### src/sv/fvrm_pkg.sv
// ----------------------------------------------------------------------------
// fvrm_pkg: shared types and constants for the force-to-rotor modulation block
// Register map codes, pipeline sideband structs and the CORDIC arctangent
// table in Q0.32 turns.
// ----------------------------------------------------------------------------
package fvrm_pkg;

    localparam int GROUP_COUNT   = 4;
    localparam int CORDIC_STAGES = 16;
    localparam int SQRT_STEPS    = 32;
    // CORDIC datapath width: 2^31 operands scaled by 2^24 plus gain growth
    localparam int CW            = 59;
    localparam int STAGE_W       = (CORDIC_STAGES > 1) ? $clog2(CORDIC_STAGES) : 1;

    localparam int ADDR_W        = 5;

    localparam logic [23:0] GAIN_RST    = 24'd65536;
    localparam logic [15:0] FLOOR_RST   = 16'd0;
    localparam logic [15:0] CEIL_RST    = 16'd65535;
    localparam logic [15:0] RATIO_RST   = 16'd256;
    localparam logic [15:0] LAG_RST     = 16'd0;

    localparam logic [14:0] FLAP_MAX    = 15'd16384;

    typedef enum logic [2:0] {
        REG_GAIN  = 3'd0,
        REG_FLOOR = 3'd1,
        REG_CEIL  = 3'd2,
        REG_RATIO = 3'd3,
        REG_LAG   = 3'd4
    } t_reg_idx;

    // sideband carried alongside the square-root chain
    typedef struct packed {
        logic signed [31:0] fx;
        logic signed [31:0] fy;
        logic [31:0]        afz;
        logic [15:0]        lift;
        logic               sat;
        logic               zero_lat;
        logic [1:0]         grp;
        logic               fin;
    } t_sq_side;

    // sideband carried alongside the CORDIC chain
    typedef struct packed {
        logic [15:0] side;
        logic [15:0] lift;
        logic        sat;
        logic        zero_lat;
        logic [1:0]  grp;
        logic        fin;
    } t_cd_side;

    // atan(2^-i) in Q0.32 turns
    function automatic logic [31:0] atan_turn(input logic [4:0] idx);
        logic [31:0] v;
        unique case (idx)
            5'd0:  v = 32'd536870912;
            5'd1:  v = 32'd316933406;
            5'd2:  v = 32'd167458907;
            5'd3:  v = 32'd85004756;
            5'd4:  v = 32'd42667331;
            5'd5:  v = 32'd21354465;
            5'd6:  v = 32'd10679838;
            5'd7:  v = 32'd5340245;
            5'd8:  v = 32'd2670163;
            5'd9:  v = 32'd1335087;
            5'd10: v = 32'd667544;
            5'd11: v = 32'd333772;
            5'd12: v = 32'd166886;
            5'd13: v = 32'd83443;
            5'd14: v = 32'd41722;
            5'd15: v = 32'd20861;
            5'd16: v = 32'd10430;
            5'd17: v = 32'd5215;
            5'd18: v = 32'd2608;
            5'd19: v = 32'd1304;
            5'd20: v = 32'd652;
            5'd21: v = 32'd326;
            5'd22: v = 32'd163;
            5'd23: v = 32'd81;
            5'd24: v = 32'd41;
            5'd25: v = 32'd20;
            5'd26: v = 32'd10;
            5'd27: v = 32'd5;
            5'd28: v = 32'd3;
            5'd29: v = 32'd1;
            5'd30: v = 32'd1;
            5'd31: v = 32'd0;
            default: v = 32'd0;
        endcase
        return v;
    endfunction

endpackage

### src/sv/fvrm_cordic_cell.sv
// ----------------------------------------------------------------------------
// fvrm_cordic_cell: one vectoring CORDIC micro-rotation
// Rotates toward the x axis and accumulates the angle in Q0.32 turns.
// ----------------------------------------------------------------------------
module fvrm_cordic_cell (
    input  logic                               i_clk,
    input  logic [fvrm_pkg::STAGE_W-1:0]       i_stage,
    input  logic signed [fvrm_pkg::CW-1:0]     i_x,
    input  logic signed [fvrm_pkg::CW-1:0]     i_y,
    input  logic [31:0]                        i_z,
    output logic signed [fvrm_pkg::CW-1:0]     o_x,
    output logic signed [fvrm_pkg::CW-1:0]     o_y,
    output logic [31:0]                        o_z
);
    import fvrm_pkg::*;

    logic signed [CW-1:0] r_x, r_y, n_x, n_y;
    logic [31:0]          r_z, n_z;
    logic signed [CW-1:0] w_dx, w_dy;
    logic [31:0]          w_ang;

    assign w_dx  = i_y >>> i_stage;
    assign w_dy  = i_x >>> i_stage;
    assign w_ang = atan_turn(5'(i_stage));

    // direction follows the sign of y
    always_comb begin
        if (!i_y[CW-1]) begin
            n_x = i_x + w_dx;
            n_y = i_y - w_dy;
            n_z = i_z + w_ang;
        end else begin
            n_x = i_x - w_dx;
            n_y = i_y + w_dy;
            n_z = i_z - w_ang;
        end
    end

    always_ff @(posedge i_clk) begin
        r_x <= n_x;
        r_y <= n_y;
        r_z <= n_z;
    end

    assign o_x = r_x;
    assign o_y = r_y;
    assign o_z = r_z;

endmodule

### config.mk
export PLATFORM = sky130hd
export DESIGN_NAME = fvrm_cordic_cell
export DESIGN_NICKNAME = d
export VERILOG_FILES = /design/src/sv/fvrm_pkg.sv /design/src/sv/fvrm_cordic_cell.sv
export SDC_FILE = /design/constraint.sdc
export NUM_CORES = 1
export LEC_CHECK = 0
export ABC_AREA = 1
export BUFFER_PORTS_ARGS = -buffer_cell sky130_fd_sc_hd__buf_4
export CAP_MARGIN = 20
export CORE_MARGIN = 2
export CORE_UTILIZATION = 55
export DETAILED_ROUTE_END_ITERATION = 10
export PLACE_DENSITY = 0.77
export SLEW_MARGIN = 20
export SYNTH_ARGS = -nofsm -noshare
export SYNTH_HDL_FRONTEND = slang
export SYNTH_SLANG_ARGS = --single-unit
### constraint.sdc
create_clock -name i_clk -period 4.7 [get_ports i_clk]
set_input_delay 0.235 -clock i_clk [delete_from_list [all_inputs] [get_ports i_clk]]
set_output_delay 0.235 -clock i_clk [all_outputs]
set_load 0.01 [all_outputs]
==> results.ini <==
[floorplan]
die_w_um = 208
die_h_um = 208
num_rows = 74
die-area_mm2 = 0.0431
start_util = 0.558
ios = 305
coreArea_mm2 = 0.0408

[timing]
finalCritPeriodShare = 0.939
holdWs_ns = 0.0151
slew_headroom = 0.336
maxSlewViolCount = 0
fmax_ghz = 0.227
worstMarginPinSlew_ns = 0.992
hold_violations = 0
period_needed_ns = 4.41
setup_viol = 0

[drt]
routed_via_density = 5.76
dr.pass1.iters = 7
vias = 28131
drt-total-wl_um = 85900
first_iter_violations = 2529
routedWlPerCell_um = 17.6
antenna_left = 0
drc_errors = 0

[synthesis]
yosysWarnings = 0
ys_types = 51
yosysSeqAreaShare = 0.132
ys_seq_elements = 150
synth_area_mm2 = 0.0228
synth_top_area_frac = 0.219
syn_nets = 4358
synth_top_area_cell = nand2_1
syn_avg_cell_area_um2 = 5.65
synth_cells = 4033
ys_top_cells_by_area = nand2_1 22%, nand3_1 14%, dfxtp_1 13%

[clock_tree]
htree_levels = 4
clkSinkCount = 150
cts_tree = yes
cts_inserted_buffers = 17
clk_path_buf_depth = 2
root_buffer = clkbuf_16
path_clk_slew_ns = 0.07

[worst_setup_path]
end_kind = flop
cp-startpoint = i_stage[0]
cp.required_ns = 5.09
cp.arrival_ns = 4.81
critPathKind = in -> reg
cp-start-kind = primary input
crit_fanout = 74

[global_routing]
grt_pass1_vias = 25797
grt_pass1_wl_um = 134000
gr-usage-all-layers = 0.386
grt_antenna_before_repair = 0
gr-total-overflow = 0
grt_max_degree = 132

[power]
powerDensity_mw_per_mm2 = 338
seqPwrFrac = 0.228
p_switching_w = 0.00416
p_leak_nw = 13.7
vdd_drop_max_uv = 389
sw_frac_of_total = 0.463
internal_power_w = 0.00483
p_comb_frac = 0.617
clockPowerShare = 0.155

[worst_hold_path]
min_path_type = in -> reg
whs_path_depth = 2
min_to = o_z[1]
worstHoldStart = i_z[1]

[run_status]
status = finished, final reports clean

[cells_and_area]
fillers = 4135
n_antenna_cell = 0
drive_above_1_share = 0.120
fin_cells = 4884
utilization = 0.652
fin_nets = 4664
synthToLayoutAreaGrowth_pct = 16.7

[placement]
hpwl_um = 71900
gp_congestion = 1.04
port-buffer-count = 304
placed_cells = 4849

[job]
cap_violations = 0

## critical path, cell delays in order
cell,delay (ns)
buf_4,0.13
buf_12,0.19
buf_12,0.24
nand2_1,0.11
nand3_1,0.10
nand3_1,0.13
nand3_1,0.10
nand2_1,0.25
nand2_1,0.14
nor2_1,0.20
nand2_1,0.16
nor2_4,0.21
nand3_1,0.11
nand2_2,0.14
xor2_1,0.20
ha_1,0.35
a21o_1,0.25
a31oi_1,0.24
o21ai_0,0.24
a21oi_1,0.22
nand3_1,0.21
nand2_1,0.11
nand3_1,0.12
and2_1,0.18
o21bai_1,0.14
nand2_1,0.06
## cells in the final DEF (no fill, tap or decap), drive strengths merged, types with 17 or more instances in the layout
cell / count
a21o: 19
a21oi: 213
a31oi: 43
buf: 417
clkbuf: 17
dfxtp: 150
ha: 167
inv: 327
nand2: 1343
nand3: 631
nand4: 45
nor2: 406
nor3: 25
nor4: 18
o21ai: 198
o21bai: 18
xnor2: 45
xor2: 194
## cells by family (layout without fill, tap and decap cells)
group,Yosys count,after routing,synth area share
compound gates,542,542,0.134
xor+xnor,239,239,0.0919
flops,150,150,0.132
simple gates,2483,2483,0.461
fa+ha+maj,170,170,0.0943
buf+inv,449,768,0.0873
## sequential cells by signal, summed over array words and instances (netlist names)
name  count
o_z      32
o_y      59
o_x      59
## how the worst max path moves through the flow
stage                         end  cells past startpoint
after floorplan           o_z[22]                     29
after global placement    o_y[58]                     30
after detailed placement  o_y[58]                     30
after CTS                 o_x[52]                     32
after global routing      o_x[52]                     30
final                     o_y[53]                     26
## area by class of cell
type	instances	area, um^2	share of cell area
multi-input combinational	3434	17900	0.672
timing repair buffer	418	3280	0.123
sequential	150	3000	0.113
inverter	318	1200	0.0452
tap	532	666	0.0250
clock buffer	17	425	0.0160
clock inverter	15	161	0.00607
## layer usage
metal / share of wire / GRT usage / vias to the layer above
li1: - / - / 13970
met1: 0.43 / 0.530 / 12653
met2: 0.43 / 0.604 / 1321
met3: 0.093 / 0.0516 / 187
met4: 0.042 / 0.169 / 0
met5: 0 / 0 / -
## power by group through the flow
stage	logic (W)	clock network, W	registers [W]
2_1_floorplan	0.00296	0	0.00235
3_3_place_gp	0.00539	0	0.00206
3_5_place_dp	0.00540	0	0.00206
4_1_cts	0.00545	0.00142	0.00205
5_1_grt	0.00606	0.00147	0.00210
6_report	0.00554	0.00140	0.00204
## cell usage after synthesis, drive strengths merged
cell type  number
and2            6
o2111ai         1
nor4           18
o211ai         12
o31ai           3
ha            167
clkbuf         18
a21boi         11
and3            3
o21ai         198
nor3           25
a21o           19
o221a           1
buf           113
xor2          194
o22ai           2
a211oi          2
nand3b          5
nor3b           1
a221oi          4
a21oi         213
fa              3
o21a           12
o21bai         18
a31oi          43
a22o            1
nand3         631
o32ai           1
o221ai          1
nand2        1343
dfxtp         150
nor2          406
inv           318
xnor2          45
nand4          45
## what timing repair did
action / CTS / global route
buffers inserted: 0 / 2
hold endpoints to repair: 1 / 0
hold buffers: 1 / 0
gates resized for setup: 0 / 12
endpoints found under the setup margin: 0 / 11
## metrics by stage
stage / total power (W) / setup TNS, ns / area (um^2) / setup WS (ns)
2_1_floorplan: 0.00532 / 0 / 22800 / 0.555
3_3_place_gp: 0.00744 / -0.233 / 25900 / -0.127
3_5_place_dp: 0.00747 / -0.366 / 25900 / -0.111
4_1_cts: 0.00891 / 0 / 26500 / 0.310
5_1_grt: 0.00963 / -0.0260 / 26600 / -0.0193
6_report: 0.00899 / 0 / 26600 / 0.285
Power figures use the tool's default switching activity.
